[src/design/edmt_pkg.sv]
// Package with the constants, payload types, control structs and table address function of the egg drop block.
`default_nettype none
package edmt_pkg;

  localparam int MAX_EGGS   = 8;
  localparam int MAX_FLOORS = 255;
  localparam int ROW_LEN    = MAX_FLOORS + 1;
  localparam int DEPTH      = MAX_EGGS * ROW_LEN;

  localparam int EGGS_IN_W   = 4;
  localparam int FLOORS_IN_W = 8;
  localparam int DROP_W      = 8;

  localparam int EGG_W     = $clog2(MAX_EGGS);
  localparam int EGG_CNT_W = $clog2(MAX_EGGS + 1);
  localparam int FLOOR_W   = $clog2(MAX_FLOORS + 1);
  localparam int BEST_W    = FLOOR_W + 1;
  localparam int ADDR_W    = $clog2(DEPTH);

  typedef struct packed {
    logic [EGGS_IN_W-1:0]   eggs;
    logic [FLOORS_IN_W-1:0] floors;
  } in_t;

  typedef struct packed {
    logic [DROP_W-1:0] min_drops;
    logic              invalid;
  } out_t;

  typedef struct packed {
    logic load;
    logic reject;
    logic init;
    logic issue;
    logic write;
    logic next_floor;
    logic next_egg;
  } dp_cmd_t;

  typedef struct packed {
    logic query_invalid;
    logic need_loop;
    logic x_last;
    logic last_floor;
    logic last_egg;
  } dp_sts_t;

  function automatic logic [ADDR_W-1:0] cell_addr(input logic [EGG_W-1:0] row,
                                                  input logic [FLOOR_W-1:0] fl);
    cell_addr = ADDR_W'(row) * ADDR_W'(ROW_LEN) + ADDR_W'(fl);
  endfunction

endpackage
`default_nettype wire

[src/design/edmt_ctrl.sv]
// Controller state machine of the egg drop block.
`default_nettype none
module edmt_ctrl (
  input  wire logic              clk,
  input  wire logic              rst_n,
  input  wire logic              start,
  input  wire edmt_pkg::dp_sts_t sts,
  output edmt_pkg::dp_cmd_t      cmd,
  output logic                   busy,
  output logic                   out_valid
);

  typedef enum logic [2:0] {
    S_IDLE,
    S_FLOOR,
    S_ISSUE,
    S_DRAIN,
    S_WRITE
  } state_t;

  state_t state_r, state_nxt;
  logic   busy_r, busy_nxt;
  logic   out_valid_r, out_valid_nxt;
  logic   accept;

  assign accept = start && !busy_r;

  always_comb begin
    state_nxt     = state_r;
    busy_nxt      = busy_r;
    out_valid_nxt = 1'b0;
    cmd           = '0;
    case (state_r)
      S_IDLE: begin
        if (accept) begin
          if (sts.query_invalid) begin
            cmd.reject    = 1'b1;
            out_valid_nxt = 1'b1;
          end else begin
            cmd.load  = 1'b1;
            busy_nxt  = 1'b1;
            state_nxt = S_FLOOR;
          end
        end
      end
      S_FLOOR: begin
        if (sts.need_loop) begin
          cmd.init  = 1'b1;
          state_nxt = S_ISSUE;
        end else begin
          state_nxt = S_WRITE;
        end
      end
      S_ISSUE: begin
        cmd.issue = 1'b1;
        if (sts.x_last) begin
          state_nxt = S_DRAIN;
        end
      end
      S_DRAIN: begin
        state_nxt = S_WRITE;
      end
      S_WRITE: begin
        cmd.write = 1'b1;
        if (!sts.last_floor) begin
          cmd.next_floor = 1'b1;
          state_nxt      = S_FLOOR;
        end else if (!sts.last_egg) begin
          cmd.next_egg = 1'b1;
          state_nxt    = S_FLOOR;
        end else begin
          out_valid_nxt = 1'b1;
          busy_nxt      = 1'b0;
          state_nxt     = S_IDLE;
        end
      end
      default: begin
        state_nxt = S_IDLE;
        busy_nxt  = 1'b0;
      end
    endcase
  end

  always_ff @(posedge clk) begin
    if (!rst_n) begin
      state_r     <= S_IDLE;
      busy_r      <= 1'b0;
      out_valid_r <= 1'b0;
    end else begin
      state_r     <= state_nxt;
      busy_r      <= busy_nxt;
      out_valid_r <= out_valid_nxt;
    end
  end

  assign busy      = busy_r;
  assign out_valid = out_valid_r;

endmodule
`default_nettype wire

[config.mk]
export PLATFORM = sky130hd
export DESIGN_NAME = edmt_ctrl
export DESIGN_NICKNAME = d
export VERILOG_FILES = /design/src/design/edmt_pkg.sv /design/src/design/edmt_ctrl.sv
export SDC_FILE = /design/constraint.sdc
export NUM_CORES = 1
export LEC_CHECK = 0
export ABC_AREA = 1
export BUFFER_PORTS_ARGS = -buffer_cell sky130_fd_sc_hd__buf_2
export CAP_MARGIN = 15
export CORE_AREA = 2 2 39 41
export DETAILED_ROUTE_END_ITERATION = 6
export DIE_AREA = 0 0 41 43
export SLEW_MARGIN = 20
export SYNTH_ARGS = -nofsm -noshare
export SYNTH_HDL_FRONTEND = slang
export SYNTH_SLANG_ARGS = --single-unit
[constraint.sdc]
create_clock -name clk -period 1.4 [get_ports clk]
set_input_delay 0.07 -clock clk [delete_from_list [all_inputs] [get_ports clk]]
set_output_delay 0.07 -clock clk [all_outputs]
set_load 0.03 [all_outputs]
* Word-level counts from Yosys, hierarchy flattened
Index checks and enable logic that the tools add are counted.
** Operators by class
- Bitwise logic cells :: 1
- Muxes and demuxes :: 27
- Reduce and logical (&&, ||, !) cells :: 6
- Eq/ne operators :: 9
** Operators with widths (number)
- 1-bit two-way mux :: 17
- 3-bit two-way mux :: 5
- 3-bit case mux with 5 select lines :: 1
- 2-bit inequality test (second input constant) :: 5
- 3-bit by 2-bit == test with 1-bit output (second input constant) :: 2
- 5-bit AND reduction :: 1
- 2-bit two-way mux :: 2
- 3-bit by 1-bit == test with 1-bit output (second input constant) :: 1
- 3-bit == test (second input constant) :: 1
- 3-bit logical NOT :: 1
- 1-bit case mux with 3 select lines :: 1
- 3-bit AND reduction :: 1
- 3-bit OR reduction :: 1
- 1-bit case mux with 2 select lines :: 1
- 1-bit logical AND :: 1
- 1-bit logical NOT :: 1
- 1-bit NOT :: 1
** Storage, ports and cells
- Bits in registers :: 5
- Output and inout bits :: 9
- Input bits :: 8

* Longest topological paths before layout
Gate-level depths: netlist (run 1).
- Depth in word-level cells :: 4
- Depth in mapped cells :: 7
- Gate-level depth less buffers :: 7

* Least setup slack after synthesis (run 1)
Ideal clock, no wire load.
- Kind :: register to output
- Start :: reg state_r[0]
- End :: out cmd[0] in the netlist's numbering
- Stages on the path, launching flop included :: 6
- Path buffers :: 0
- Data arrival time :: 1.191 ns
- Setup slack :: 0.139 ns
- Data required time :: 1.330 ns
- Cells stage by stage :: dfxtp_1 -> nor2_2 -> inv_2 -> nor2_4 -> nand2_1 -> nor2_1
** RTL lines
- start, declared :: line edmt_ctrl.sv:21 : state_t state_r, state_nxt;
- start signal, assigned :: line edmt_ctrl.sv:90 : state_r <= state_nxt;
- end, declared :: line edmt_ctrl.sv:8 : output edmt_pkg::dp_cmd_t cmd,

==> results of run 1 <==
logic make-up (layout without fill, tap and decap cells):
family                 Yosys count  in the layout  share of synthesized area (%)
AO/OA/AOI/OAI                    5              5                           10.1
flip-flops                       5              5                           35.2
AND/OR/NAND/NOR                 25             25                           40.1
buffers and inverters           11             32                           14.5
power by group through the flow:
stage	combinational [mW]	clock, mW	sequential [mW]
after floorplan	0.123	0	0.188
after global placement	0.184	0	0.175
after detailed placement	0.185	0	0.176
after CTS	0.186	0.179	0.173
after global routing	0.219	0.193	0.177
final	0.198	0.168	0.175
layer usage:
layer | wire [um] | track usage, % | vias to the layer above
met1 | 265 | 11.2 | 145
met5 | 0 | 0 | -
met4 | 0 | 4.00 | 0
li1 | - | - | 184
met3 | 79 | 9.42 | 0
met2 | 339 | 11.9 | 15
critical path: stages (launching register included):
cell and delay, ns:
dfxtp_1 0.44, inv_2 0.10, nor3_1 0.21, buf_2 0.23
final timing paths:
| path | start | to | slack (ns) | cells after the start |
|---|---|---|---|---|
| max | state_r[2] | cmd[1] | 0.1 | 3 |
| min | rst_n | state_r[0] | 0.07 | 3 |
| min reg2reg | busy | busy | 0.50 | 2 |
| max reg2reg | state_r[1] | state_r[0] | 0.28 | 8 |
registers in the layout, indices dropped and copies added, names as in the netlist:
register and flops:
busy 1, out_valid 1, state_r 3
layout by cell type, fill, tap and decap left out, drive strengths merged:
cell type / Yosys / layout
nor3: 2 / 2
nor4: 1 / 1
nand3: 4 / 4
buf: 0 / 16
inv: 11 / 11
a21oi: 3 / 3
nand2: 11 / 11
dfxtp: 5 / 5
clkbuf: 0 / 5
nor2: 7 / 7
o21ai: 2 / 2
timing repair:
action                                  CTS  global route
endpoints found under the setup margin    0             3
resized for setup                         0             6
buffers inserted                          0             1
area by class of cell:
cell class              instances  area [sq um]
fillers                       158           951
multi-input cells              30           153
flip-flops and latches          5           100
repair buffers                 17          92.6
inverters                      11          41.3
clock buffers                   4          26.3
well taps                      16          20.0
through the flow:
step           TNS [ns]  instance area (sq um)  hold WS, ns  instances
3_3_place_gp          0                    384        0.308         78
3_5_place_dp          0                    384        0.316         78
6_report              0                    433       0.0695         83
2_1_floorplan         0                    284        0.191         46
4_1_cts               0                    410       0.0523         82
5_1_grt        -0.00799                    433       0.0692         83
==> results.md, run 1 <==
- Status: complete, no violations
- DIE WIDTH: 41 um
- Crit end category: primary output
- Yosys top cell area share: 35.2%
- CTS Hold Bufs: 0
- Library cells used by synthesis: 13
- Worst Tran Pin Value: 0.237 ns
- Most common cell in the netlist: nand2_1
- Clk sinks: 5
- Drt drc: 0
- Final setup vio count: 0
- Worst Path Arrival: 1.23 ns
- FF+latch count, synth: 5
- Warnings, synthesis: 0
- Top cells by count, synth: nand2_1 (11), inv_1 (9), dfxtp_1 (5), nor2_1 (5), nand3_1 (4)
- Crit path launch type: flip-flop
- Post-synth top area cell: dfxtp_1
- Register area share after synthesis: a little over a third
- Placer Congestion: 0.781
- Final WS setup: 0.0995 ns
- First-pass GRT wire length: ~1.1 mm
- F_max: 769 MHz
- Drt total wl: 684 um
- CP Max Fanout: 5
- Pwr Density: 1250 nW/um^2
- Slew Limit Fails: 0
- Final Hold Viols: 0
- Clock share of power: 31.0%
- DPL Wire Length: 555 um
- Fraction of layout cells with a size suffix above 1: 40.3%
- H-tree Lvls: 1
- Worst endpoint required time: 1.33 ns
- Top FF cell, synth: dfxtp_1
- Pre-CTS setup slack: 0.298 ns
- Peak supply drop: 0.000389 V
- Vias in the first global route: 271
- Worst clock skew: 0.00263 ns
- WL per Instance: 8.24 um
- CORE AREA: roughly 1400 sq um
- Largest net degree at the start of global routing: 6
- Worst hold-check path type: primary input to flip-flop
- IO Count: 17
- Clock Latency Late Sink: 0.24 ns
- Post-Syn Area: approximately 280 sq um
- Input/output buffers: 16
- Max-Cap Viols: 0
- Lkg Pwr: 0.260 nW
- Post-synth EDFFs: 0
- CTS tree: done
- Crit path kind: flip-flop to primary output
- Worst slew margin: 84.2%
- Row cnt: 14
- Switch share: 38.3%
- Initial antenna violation count: 0
- Psw: 207 uW
- Total power draw: 541 uW
- Num CTS Buffers: 3
- Period utilization: 92.9%
- Die height: 43 um
- Largest cells by area after synthesis: dfxtp_1 (35%), nand2_1 (15%), inv_1 (12%), nand3_1 (7.0%), nor2_1 (6.6%)
- Via count: 344
- Mapped Cells: 46
- Initial DRC Count: 5
- Period minus WS final: 1.30 ns
- All-Layer GR Usage: under 10%
- Comb pwr share: 36.6%
- Syn-to-layout area delta: 52.4%
- Post-synth ARST share: 0%
- Worst-case clock buffer depth: 2
- Syn nets: 54
- # nets final: 76
- Clock transition at path regs: 0.04 ns
- Avg Cell Area, Syn: 6.17 sq um
- Vias per inst: between 4 and 5
- Diodes inserted: 0
- First-pass iteration count of the detailed router: 4
- Sequential power share: 32.4%
- Root Driver: clkbuf_4
- Global route overflow: 0
- Initial Util: between 20% and 30%
- Final Core Density: a little under a third
- Final ANT Viol Nets: 0
- Internal: approximately 330 uW
- Die area: ~1800 sq um
Power figures use the tool's default switching activity.
==> inputs of run 2 (changes only) <==
==> constraint.sdc (replaced) <==
create_clock -name clk -period 1.3 [get_ports clk]
set_input_delay 0.065 -clock clk [delete_from_list [all_inputs] [get_ports clk]]
set_output_delay 0.065 -clock clk [all_outputs]
set_load 0.03 [all_outputs]
==> results.md, run 2 (synthesis results as in run 1) <==
- Crit path launch type: flip-flop
- Uppermost routed layer: met3
- Row cnt: 14 (unchanged)
- Worst endpoint required time: 1.24 ns (-0.09 ns)
- FF/Latch Area: 104 sq um (+3.8%)
- Input/output buffers: 16 (unchanged)
- Final Hold Viols: 0 (unchanged)
- Crit path kind: flip-flop to primary output
- CTS tree: done
- Peak supply drop: 0.000850 V (+120%)
- Crit path from: state_r[1]
- Most common cell after layout, fill and taps aside: buf_2
- Top reg by flops: state_r
- CTS Hold Bufs: 0 (unchanged)
- Crit path top cell by count: nor2_4
- Vias in the first global route: 256 (-5.5%)
- Largest net degree at the start of global routing: 6 (unchanged)
- Total power draw: 615 uW (+14%)
- Via count: 352 (+2.3%)
- # nets final: 76 (unchanged)
- Fraction of layout cells with a size suffix above 1: 47.8% (+7.5 points)
- Worst R2R Start: state_r[1]
- F_max: 780 MHz
- Period utilization: 98.6%
- Worst Tran Pin Value: 0.229 ns (-0.00854 ns)
- End of the critical path: cmd[0]
- Most frequent cells in the layout: buf_2 (13), nand2_1 (10), inv_1 (9)
- Detailed-route wire length on metal 1: 324 um (+22%)
- Routed length on met3: 69 um (-13%)
- Placer Congestion: 0.791 (+1.3%)
- Initial Util: 20.5% (unchanged)
- Clk sinks: 5 (unchanged)
- Worst Path Arrival: 1.22 ns (about the same)
- H-tree Lvls: 1 (unchanged)
- Area of the multi-input gates: 165 sq um (+8.2%)
- Final ANT Viol Nets: 0 (unchanged)
- Total negative slack: 0 ns (unchanged)
- IO Count: 17 (unchanged)
- Drt drc: 0 (unchanged)
- CP max stage delay: 0.34 ns (-0.10 ns)
- DIE WIDTH: 41 um (unchanged)
- DPL Wire Length: 541 um (-2.6%)
- Worst Reg-to-Reg Cells: 8 (unchanged)
- Max reg flops: 3 (unchanged)
- Vias per inst: 4.24 (+2.3%)
- Crit end category: primary output
- Status: complete, no violations
- CP Max Fanout: 4 (-1)
- Slew Limit Fails: 0 (unchanged)
- Period minus WS final: 1.28 ns
- Die height: 43 um (unchanged)
- Diodes inserted: 0 (unchanged)
- Max-Cap Viols: 0 (unchanged)
- First-pass iteration count of the detailed router: 4 (unchanged)
- Drt total wl: 724 um (+5.8%)
- Pre-CTS setup slack: 0.187 ns (-0.111 ns)
- Final setup vio count: 0 (unchanged)
- RR Endpoint: state_r[0]
- Root Driver: clkbuf_4
- Final WS setup: 0.0180 ns (-0.0816 ns)
- Highest-delay cell along the critical path: dfxtp_2
- Lkg Pwr: 0.265 nW (+2.0%)
- RSZ-0062 raised after global routing: true
- CORE AREA: 1380 sq um (unchanged)
- Hold slack: 0.0517 ns (-0.0178 ns)
- R2r setup slk: 0.18 ns (-0.10 ns)
- Pwr Density: 1340 nW/um^2 (+7.5%)
- Worst slew margin: 84.6% (+0.45 points)
- Syn-to-layout area delta: 61.2%
- Global route overflow: 0 (unchanged)
- Die area: 1760 sq um (unchanged)
- Worst-case clock buffer depth: 2 (unchanged)
- Num CTS Buffers: 3 (unchanged)
- Fill count: 153 (-3.2%)
- WL per Instance: 8.72 um (+5.8%)
- Worst clock skew: 0.00435 ns (+0.00172 ns)
- Crit-path cells: nor2_4, inv_4, nor2_4, nand2_1, nor2_1, buf_4
- Initial antenna violation count: 0 (unchanged)
- Clock Latency Late Sink: 0.24 ns (about the same)
- All-Layer GR Usage: 8.94% (-0.78 points)
- Clock transition at path regs: 0.04 ns (about the same)
- Met2 WL: 331 um (-2.4%)
- Hold_sp: rst_n
- Worst hold-check path type: primary input to flip-flop
- Initial DRC Count: 10 (+5)
- First-pass GRT wire length: 1.01 mm (-5.8%)
[run 2: cell type report]
type / count / area share [%]
timing repair buffer: 17 / 21.6
sequential: 5 / 22.7
clock buffer: 4 / 5.74
inverter: 11 / 9.56
multi-input combinational: 30 / 36.1
tap: 16 / 4.37
[run 2: stage by stage]
| stage | utilization, % | cell area [sq um] | cells |
|---|---|---|---|
| 4_1_cts | 30.4 | 420 | 82 |
| 3_5_place_dp | 27.8 | 384 | 78 |
| 2_1_floorplan | - | 284 | 46 |
| 3_3_place_gp | 27.8 | 384 | 78 |
| 6_report | 33.1 | 458 | 83 |
| 5_1_grt | 33.1 | 458 | 83 |
[run 2: layer usage]
metal	vias up	GRT usage, %
met5	-	0
met2	15	11.6
met4	0	0
met1	153	11.0
li1	184	-
met3	0	9.42
[run 2: how the worst min path moves through the flow]
stage / to / slack, ns / cells after the start
floorplan: state_r[0] / 0.19 / 2
global placement: state_r[0] / 0.30 / 3
detailed placement: state_r[0] / 0.31 / 3
CTS: state_r[0] / 0.05 / 3
global route: state_r[0] / 0.05 / 3
finish: state_r[0] / 0.05 / 3
[run 2: power by group]
| part | internal [mW] | switching, mW | total (mW) |
|---|---|---|---|
| registers | 0.175 | 0.0201 | 0.195 |
| logic | 0.0821 | 0.154 | 0.236 |
| clock network | 0.116 | 0.0680 | 0.184 |
[run 2: what timing repair did]
action,CTS,global route
hold endpoints to repair,0,0
setup buffers,0,1
pin swaps,0,4
resized for setup,4,11
setup endpoints to repair,2,3
cloned,0,0
[run 2: critical path: cells and delay by family (launching register included)]
family        cells  cell delay [ns]
simple gates      4             0.42
buf+inv           2             0.23
flops             1             0.34
